## src/hw/rtl/cdcr_pkg.sv

```systemverilog
package cdcr_pkg;

  localparam int DIGITS        = 8;
  localparam int BCD_W         = 4 * DIGITS;
  localparam int CEIL_W        = 27;
  localparam int BIN_W         = 28;
  localparam int DABBLE_STEPS  = 7;
  localparam int DABBLE_STAGES = BIN_W / DABBLE_STEPS;

  localparam logic [CEIL_W-1:0] EIGHT_DIGIT_MAX = 27'd99999999;

  localparam int FIELD_LEFT = 16;
  localparam int CELL_PITCH = 12;
  localparam int LABEL_LEFT = 58;
  localparam int LABEL_SPAN = 11;
  localparam int ICON_LEFT  = 106;
  localparam int ICON_SPAN  = 20;
  localparam int BAND_TOP   = 8;
  localparam int BAND_H     = 6;

  localparam logic [2:0] LABEL_NONE = 3'd0;
  localparam logic [2:0] BARS_HIDE  = 3'd7;

  typedef struct packed {
    logic [BCD_W-1:0] bcd;
    logic [BIN_W-1:0] bin;
  } dabble_t;

  typedef struct packed {
    logic       hide;
    logic       dig_area;
    logic [2:0] slot;
    logic [3:0] xo;
    logic [2:0] page;
    logic [7:0] side;
  } ctl_t;

  function automatic logic [6:0] font_column(input logic [3:0] digit, input logic [2:0] col);
    logic [34:0] glyph;
    unique case (digit)
      4'd0:    glyph = {7'h3e, 7'h45, 7'h49, 7'h51, 7'h3e};
      4'd1:    glyph = {7'h00, 7'h40, 7'h7f, 7'h42, 7'h00};
      4'd2:    glyph = {7'h46, 7'h49, 7'h51, 7'h61, 7'h42};
      4'd3:    glyph = {7'h31, 7'h4b, 7'h45, 7'h41, 7'h21};
      4'd4:    glyph = {7'h10, 7'h7f, 7'h12, 7'h14, 7'h18};
      4'd5:    glyph = {7'h39, 7'h45, 7'h45, 7'h45, 7'h27};
      4'd6:    glyph = {7'h30, 7'h49, 7'h49, 7'h4a, 7'h3c};
      4'd7:    glyph = {7'h03, 7'h05, 7'h09, 7'h71, 7'h01};
      4'd8:    glyph = {7'h36, 7'h49, 7'h49, 7'h49, 7'h36};
      4'd9:    glyph = {7'h1e, 7'h29, 7'h49, 7'h49, 7'h06};
      default: glyph = '0;
    endcase
    if (col > 3'd4) begin
      return '0;
    end
    return glyph[col*7 +: 7];
  endfunction

  function automatic logic [4:0] letter_column(input logic [2:0] label, input logic [3:0] idx);
    logic [54:0] strip;
    unique case (label)
      3'd1:    strip = {5'h1a, 5'h05, 5'h1f, 5'h00, 5'h1a, 5'h05, 5'h1f, 5'h00,
                        5'h11, 5'h15, 5'h1f};
      3'd2:    strip = {5'h1b, 5'h04, 5'h1b, 5'h00, 5'h1e, 5'h05, 5'h1e, 5'h00,
                        5'h1f, 5'h02, 5'h1f};
      3'd3:    strip = {5'h01, 5'h1f, 5'h01, 5'h00, 5'h1d, 5'h15, 5'h17, 5'h00,
                        5'h1a, 5'h05, 5'h1f};
      3'd4:    strip = {5'h00, 5'h00, 5'h00, 5'h00, 5'h0e, 5'h11, 5'h0e, 5'h00,
                        5'h10, 5'h10, 5'h1f};
      3'd5:    strip = {5'h1d, 5'h11, 5'h0e, 5'h00, 5'h1f, 5'h04, 5'h1f, 5'h00,
                        5'h11, 5'h11, 5'h0e};
      3'd6:    strip = {5'h01, 5'h1f, 5'h01, 5'h00, 5'h1e, 5'h05, 5'h1e, 5'h00,
                        5'h0a, 5'h15, 5'h1f};
      3'd7:    strip = {5'h01, 5'h1f, 5'h01, 5'h00, 5'h02, 5'h05, 5'h1f, 5'h00,
                        5'h0e, 5'h11, 5'h0e};
      default: strip = '0;
    endcase
    if (idx >= 4'(LABEL_SPAN)) begin
      return '0;
    end
    return strip[idx*5 +: 5];
  endfunction

  // One column of the battery outline for page 0.
  function automatic logic [7:0] battery_column(input logic [2:0] bars, input logic [7:0] column);
    logic [4:0] x;
    logic [3:0] xm;
    x  = 5'(column - 8'(ICON_LEFT));
    xm = 4'(x - 5'd2);
    priority if (bars == BARS_HIDE || column < 8'(ICON_LEFT) ||
                 column >= 8'(ICON_LEFT + ICON_SPAN)) begin
      return 8'h00;
    end else if (x == 5'd0 || x == 5'd17) begin
      return 8'h7e;
    end else if (x == 5'd18 || x == 5'd19) begin
      return 8'h18;
    end else if (x < 5'd2) begin
      return 8'h42;
    end else if (xm[1:0] != 2'd3 && {1'b0, xm[3:2]} < bars) begin
      return 8'h7e;
    end else begin
      return 8'h42;
    end
  endfunction

  // Spread the seven font rows over the eight pixel rows of one page.
  function automatic logic [7:0] band_expand(input logic [6:0] dots, input logic [2:0] page);
    logic [7:0] bits;
    logic [5:0] row;
    bits = '0;
    for (int b = 0; b < 8; b++) begin
      row = {page, 3'(b)};
      for (int r = 0; r < 7; r++) begin
        if (row >= 6'(BAND_TOP + BAND_H * r) && row < 6'(BAND_TOP + BAND_H * (r + 1))) begin
          bits[b] = bits[b] | dots[r];
        end
      end
    end
    return bits;
  endfunction

endpackage

```

## src/hw/rtl/cdcr_dabble.sv

```systemverilog
module cdcr_dabble (
  input  cdcr_pkg::dabble_t d_in,
  output cdcr_pkg::dabble_t d_out
);
  import cdcr_pkg::*;

  // A slice of shift-and-add-3 binary to BCD conversion.
  always_comb begin
    dabble_t          work;
    logic [BCD_W-1:0] adj;
    logic [3:0]       nib;
    work = d_in;
    adj  = '0;
    nib  = '0;
    for (int s = 0; s < DABBLE_STEPS; s++) begin
      for (int n = 0; n < DIGITS; n++) begin
        nib = work.bcd[n*4 +: 4];
        adj[n*4 +: 4] = (nib >= 4'd5) ? 4'(nib + 4'd3) : nib;
      end
      work.bcd = {adj[BCD_W-2:0], work.bin[BIN_W-1]};
      work.bin = {work.bin[BIN_W-2:0], 1'b0};
    end
    d_out = work;
  end

endmodule

```

## src/hw/rtl/counter_display_column_renderer_top.sv

```systemverilog
// Channel   Direction  Handshake           Word
// cfg       in         cfg_write           cfg_data: count ceiling, 27 bits
// in        in         in_valid/in_stall   count, label, bars, hide, page, column
// out       out        out_valid/out_stall pixel_byte
//
// One word per clock sustained while out_stall is low; a word passes one
// decode/clamp stage, four binary to BCD stages (seven shift-add-3 steps
// each), one glyph lookup stage and the output register before out_valid.
// Each stage holds its word while the stage after it is full and stalled,
// so bubbles are squeezed out and in_stall rises only when all seven are full.
// rst (synchronous) clears the stage valid bits and loads the ceiling with
// 99999999.
module counter_display_column_renderer_top (
  input  logic                        clk,
  input  logic                        rst,
  input  logic                        cfg_write,
  input  logic [cdcr_pkg::CEIL_W-1:0] cfg_data,
  input  logic                        in_valid,
  output logic                        in_stall,
  input  logic [31:0]                 count_value,
  input  logic [2:0]                  label_code,
  input  logic [2:0]                  battery_bars,
  input  logic                        blank_digits,
  input  logic [3:0]                  page_index,
  input  logic [7:0]                  column_index,
  output logic                        out_valid,
  input  logic                        out_stall,
  output logic [7:0]                  pixel_byte
);
  import cdcr_pkg::*;

  localparam int STAGES = DABBLE_STAGES + 3;
  localparam int GLYPH  = DABBLE_STAGES + 1;
  localparam int LAST   = DABBLE_STAGES + 2;

  // Ceiling is stored already limited to eight digits.
  logic [CEIL_W-1:0] ceiling;

  logic [STAGES-1:0] vld;
  logic [STAGES:0]   rdy;

  dabble_t dab_q [DABBLE_STAGES+1];
  dabble_t dab_d [DABBLE_STAGES];
  ctl_t    ctl_q [DABBLE_STAGES+1];

  logic [6:0] dots;
  logic [2:0] dots_page;
  logic [7:0] dots_side;

  // Input decode
  logic [CEIL_W-1:0] clamped;
  logic [6:0]        field_x;
  logic [14:0]       cell_prod;
  logic [2:0]        cell0;
  logic [3:0]        xo0;
  logic              dig_area0;
  logic [7:0]        label_byte;
  logic [7:0]        batt_byte;
  ctl_t              ctl0;

  // Glyph stage
  logic [BCD_W-1:0]  bcd;
  logic [2:0]        nib_idx;
  logic [3:0]        digit;
  logic [DIGITS-1:0] lead;
  logic              acc;
  logic              shown;
  logic [6:0]        dots_next;

  logic              bcd_ok;

  always_ff @(posedge clk) begin
    if (rst) begin
      ceiling <= EIGHT_DIGIT_MAX;
    end else if (cfg_write) begin
      ceiling <= (cfg_data > EIGHT_DIGIT_MAX) ? EIGHT_DIGIT_MAX : cfg_data;
    end
  end

  // A stage may load when it is empty or its word moves on this cycle.
  always_comb begin
    rdy[STAGES] = !out_stall;
    for (int k = STAGES - 1; k >= 0; k--) begin
      rdy[k] = !vld[k] || rdy[k+1];
    end
  end

  assign in_stall  = !rdy[0];
  assign out_valid = vld[LAST];

  always_ff @(posedge clk) begin
    if (rst) begin
      vld <= '0;
    end else begin
      if (rdy[0]) begin
        vld[0] <= in_valid;
      end
      for (int k = 1; k < STAGES; k++) begin
        if (rdy[k]) begin
          vld[k] <= vld[k-1];
        end
      end
    end
  end

  // Stage 0: clamp the count, locate the column inside a digit cell, and
  // draw the label and battery, which need nothing from the count.
  always_comb begin
    clamped   = (count_value > {5'b0, ceiling}) ? ceiling : count_value[CEIL_W-1:0];
    field_x   = 7'(column_index - 8'(FIELD_LEFT));
    // x / 12 by reciprocal: exact for x below 96
    cell_prod = 15'(field_x) * 15'd171;
    cell0     = cell_prod[13:11];
    xo0       = 4'(field_x - 7'(cell0) * 7'(CELL_PITCH));
    dig_area0 = (page_index >= 4'd1) && (page_index <= 4'd6) &&
                (column_index >= 8'(FIELD_LEFT)) &&
                (column_index < 8'(FIELD_LEFT + DIGITS * CELL_PITCH));
    label_byte = 8'h00;
    if (label_code != LABEL_NONE && page_index == 4'd7 &&
        column_index >= 8'(LABEL_LEFT) && column_index < 8'(LABEL_LEFT + LABEL_SPAN)) begin
      label_byte = {1'b0, letter_column(label_code, 4'(column_index - 8'(LABEL_LEFT))), 2'b00};
    end
    batt_byte = (page_index == 4'd0) ? battery_column(battery_bars, column_index) : 8'h00;
    ctl0.hide     = blank_digits;
    ctl0.dig_area = dig_area0;
    ctl0.slot     = cell0;
    ctl0.xo       = xo0;
    ctl0.page     = page_index[2:0];
    ctl0.side     = label_byte | batt_byte;
  end

  always_ff @(posedge clk) begin
    if (rdy[0]) begin
      dab_q[0] <= '{bcd: '0, bin: {{(BIN_W - CEIL_W){1'b0}}, clamped}};
      ctl_q[0] <= ctl0;
    end
  end

  // Stages 1..4: binary to BCD, one slice per stage.
  for (genvar g = 0; g < DABBLE_STAGES; g++) begin : g_dabble
    cdcr_dabble u_dabble (
      .d_in  (dab_q[g]),
      .d_out (dab_d[g])
    );

    always_ff @(posedge clk) begin
      if (rdy[g+1]) begin
        dab_q[g+1] <= dab_d[g];
        ctl_q[g+1] <= ctl_q[g];
      end
    end
  end

  // Glyph stage: pick the cell's digit, blank leading zeros, fetch the font
  // column. Cell 0 is the most significant digit.
  always_comb begin
    bcd     = dab_q[DABBLE_STAGES].bcd;
    nib_idx = 3'(DIGITS - 1) - ctl_q[DABBLE_STAGES].slot;
    digit   = bcd[nib_idx*4 +: 4];
    acc     = 1'b0;
    for (int c = 0; c < DIGITS; c++) begin
      acc     = acc | (bcd[(DIGITS-1-c)*4 +: 4] != 4'd0);
      lead[c] = acc;
    end
    shown = !ctl_q[DABBLE_STAGES].hide &&
            (ctl_q[DABBLE_STAGES].slot == 3'(DIGITS - 1) || lead[ctl_q[DABBLE_STAGES].slot]);
    dots_next = 7'h00;
    if (ctl_q[DABBLE_STAGES].dig_area && ctl_q[DABBLE_STAGES].xo < 4'd10 && shown) begin
      dots_next = font_column(digit, ctl_q[DABBLE_STAGES].xo[3:1]);
    end
  end

  always_ff @(posedge clk) begin
    if (rdy[GLYPH]) begin
      dots      <= dots_next;
      dots_page <= ctl_q[DABBLE_STAGES].page;
      dots_side <= ctl_q[DABBLE_STAGES].side;
    end
  end

  // Output register: stretch font rows over the page and merge the rest.
  always_ff @(posedge clk) begin
    if (rdy[LAST]) begin
      pixel_byte <= band_expand(dots, dots_page) | dots_side;
    end
  end

  always_comb begin
    bcd_ok = 1'b1;
    for (int n = 0; n < DIGITS; n++) begin
      bcd_ok = bcd_ok && (bcd[n*4 +: 4] <= 4'd9);
    end
  end

  // An accepted word always lands in the first stage.
  a_accept_lands: assert property (@(posedge clk) disable iff (rst)
    (in_valid && !in_stall) |=> vld[0])
    else $error("accepted word did not reach the first stage");

  // The clamped count never exceeds eight digits.
  a_clamp_range: assert property (@(posedge clk) disable iff (rst)
    vld[0] |-> (dab_q[0].bin <= BIN_W'(EIGHT_DIGIT_MAX)))
    else $error("clamped count above eight digits");

  // After the last conversion slice every digit is decimal.
  a_bcd_digits: assert property (@(posedge clk) disable iff (rst)
    vld[DABBLE_STAGES] |-> bcd_ok)
    else $error("converted count holds a non-decimal digit");

endmodule

```

## config.mk

```make
export PLATFORM = sky130hd
export DESIGN_NAME = counter_display_column_renderer_top
export DESIGN_NICKNAME = d
export VERILOG_FILES = /design/src/hw/rtl/cdcr_pkg.sv /design/src/hw/rtl/cdcr_dabble.sv /design/src/hw/rtl/counter_display_column_renderer_top.sv
export SDC_FILE = /design/constraint.sdc
export NUM_CORES = 1
export LEC_CHECK = 0
export ABC_AREA = 1
export BUFFER_PORTS_ARGS = -buffer_cell sky130_fd_sc_hd__buf_2
export CORE_MARGIN = 3
export CORE_UTILIZATION = 60
export DETAILED_ROUTE_END_ITERATION = 8
export GPL_TIMING_DRIVEN = 1
export PLACE_DENSITY = 0.78
export SYNTH_ARGS = -nofsm -noshare
export SYNTH_HDL_FRONTEND = slang
export SYNTH_SLANG_ARGS = --single-unit
export TNS_END_PERCENT = 20
```

## constraint.sdc

```tcl
create_clock -name clk -period 26.6 [get_ports clk]
set_input_delay 5.32 -clock clk [delete_from_list [all_inputs] [get_ports clk]]
set_output_delay 5.32 -clock clk [all_outputs]
set_load 0.01 [all_outputs]
```

==> impl_metrics.json <==
{
  "outcome": "finished, final reports clean",
  "cpMostUsedCell": "nor2_1",
  "cts_tree": "yes",
  "detail_route.vias_per_cell": 5.39,
  "core_mm2": 0.0388,
  "whs_ns": 0.416,
  "initial_core_util_pct": 61.0,
  "required_ns": 21.28,
  "place_hpwl_mm": 36.8,
  "port_buffers": 92,
  "drc": 0,
  "fin_crit_ns": 15.01,
  "diodes": 0,
  "root_buffer": "clkbuf_16",
  "fin_util_pct": 66.2,
  "drive_gt1_share_pct": 14.5,
  "path_max_fanout": 52,
  "worst_pin_slew_ns": 1.18,
  "synth.cell_area_mm2": 0.0237,
  "cpPeakStageDelay_ns": 0.76,
  "avgSynthCellArea_um2": 7.64,
  "slew_viol_final": 0,
  "ys_seq_elements": 294,
  "clock_sink_count": 294,
  "cts-buffers-inserted": 30,
  "crit_slowest_cell": "inv_2",
  "max_freq_mhz": 66.6,
  "synth-seq-area-share_pct": 35.8,
  "dieHeight_um": 205,
  "timing.final.crit_share_pct": 56.4,
  "dieWidth_um": 205,
  "finalHoldViolations": 0,
  "clock_path_buffers": 3,
  "yosysUniqueCellTypes": 56,
  "nets": 3465,
  "cp_cell_sequence": "buf_2, nand2_1, nor2_1, inv_1, nor2_1, inv_2, nor2_1, inv_2, buf_4, nor2_1, inv_2, nor2_1, clkinv_1, buf_4, nor2_1, buf_2",
  "ioPinCount": 93,
  "area_growth_pct": 8.55,
  "grt_overflow": 0,
  "antenna_found_initial": 1,
  "synth.top_cell.area_share_pct": 33.0,
  "syn_nets": 3362,
  "place.gp.congestion": 0.880,
  "maxCapViolCount": 0,
  "ctsResizeCount": 0,
  "final_cell_area_mm2": 0.0257,
  "grt_pass1_vias": 19287,
  "grt_pass1_wl_mm": 81.0,
  "placed_area_mm2": 0.0247,
  "setup_viol": 0,
  "drt-initial-drc-count": 1338,
  "ys_top_cells_by_area": "edfxtp_1 (33%), nand2_1 (13%), ha_1 (9.2%)",
  "skew_ns": 0.0145,
  "yosysTopAreaCell": "edfxtp_1",
  "ys.warnings.count": 0,
  "critPathLaunchType": "input port",
  "first_pass_iters": 6,
  "maxSlewHeadroom_pct": 21.1,
  "ant_nets": 0,
  "floorplan.rows": 72,
  "worstSetupEndpointType": "primary output",
  "fin_tns_setup_ns": 0,
  "vias": 20190,
  "synthesis.instances": 3099,
  "critical_path_class": "in2out",
  "clkTransAtPathRegs_ns": 0.06,
  "clock_latency_ns": 0.58,
  "track_usage_pct": 22.2,
  "rsz0062_at_grt": "false",
  "grt_max_degree": 53,
  "wl_mm": 46.8,
  "cp.arrival_ns": 9.69,
  "die_area_mm2": 0.0419,
  "cts_max_level": 1,
  "post_cts_buffers": 0,
  "holdCritPathClass": "reg2reg",
  "cts_hold_buf": 0,
  "routedWlPerCell_um": 12.5
}
Yosys cell counts, drive strengths merged:
cell     count
dfxtp       34
nand3      330
o32ai        4
a21o        17
a221o        1
o211ai      35
or3          2
a32o         2
o22ai        4
and3         2
nand2     1000
o311ai       2
a21oi       99
xnor2       15
a31o         4
xor2        50
inv        534
a31oi        7
o41ai        3
nor3        15
o21ai      195
nand4       95
a221oi       1
ha         174
fa           6
or4          1
o21bai       6
clkinv       5
o31ai        2
clkbuf      26
nand3b      15
a41oi        1
nor4         3
nor2        99
and2        27
a2111oi      1
edfxtp     260
or2         11
o311a        1
o2111ai      5
o21a         5
state kept, by name (all words and copies together) (netlist names):
signal,count
dab_q,151
ctl_q,85
ceiling,27
pixel_byte,8
dots,7
vld,7
dots_side,6
dots_page,3
worst max-delay path: cells and delay by family:
kind	cells	cell delay (ns)
simple gates	7	0.92
buf+inv	9	3.40
routing by layer:
metal / vias up / track usage, % / wire (µm)
li1: 10492 / - / -
met1: 9235 / 28.5 / 21200
met2: 409 / 39.9 / 22800
met3: 52 / 3.00 / 2180
met4: 2 / 4.96 / 680
met5: - / 0 / 11
cell usage in the layout (no fill, tap or decap), types with 11 or more instances in the layout:
master	count
edfxtp_1	260
o21ai_1	26
buf_2	92
a21oi_1	97
nand3_1	255
nand2_2	152
nor2_1	95
and2_1	17
xor2_1	43
clkbuf_16	30
o211ai_1	35
ha_1	174
o21ai_2	28
nand2_1	835
dfxtp_1	34
nor3_1	15
inv_1	515
clkinv_1	12
o21ai_0	141
nand4_1	94
a21o_1	17
inv_2	18
nand3b_1	15
nand2_4	13
nand3_2	72
xnor2_1	11
cell type report:
cell class / count / area [µm²]
well taps: 518 / 648
multi-input cells: 2240 / 13100
clock buffers: 37 / 777
flip-flops and latches: 294 / 8490
inverters: 539 / 2020
fillers: 3096 / 13100
clock inverters: 18 / 200
repair buffers: 97 / 498
logic make-up after synthesis:
group / Yosys count / synth area share, %
DFF: 294 / 35.8
and+or+nand+nor: 1600 / 32.8
AOI/OAI and AO/OA: 395 / 9.98
adders and majority gates: 180 / 9.70
xor gates and xnor gates: 65 / 2.75
buffers and inverters: 565 / 8.95
per-stage QoR:
step	cells	worst slack (ns)
after floorplan	3099	10.69
after global placement	3688	11.65
after detailed placement	3688	11.48
after CTS	3743	11.48
after global routing	3743	11.02
final	3743	11.59
worst paths after layout:
check / from / endpoint / slack [ns] / depth (start not counted)
max: out_stall / in_stall / 11.59 / 16
min: ctl_q[0][10] / ctl_q[0][30] / 0.42 / 0
max reg2reg: dab_q[0][92] / dab_q[0][162] / 20.93 / 33
min reg2reg: ctl_q[0][10] / ctl_q[0][30] / 0.42 / 0
Power is left out: the tool's default activity adds up to more than one toggle a clock period on the data nets, which glitch-free logic cannot reach.
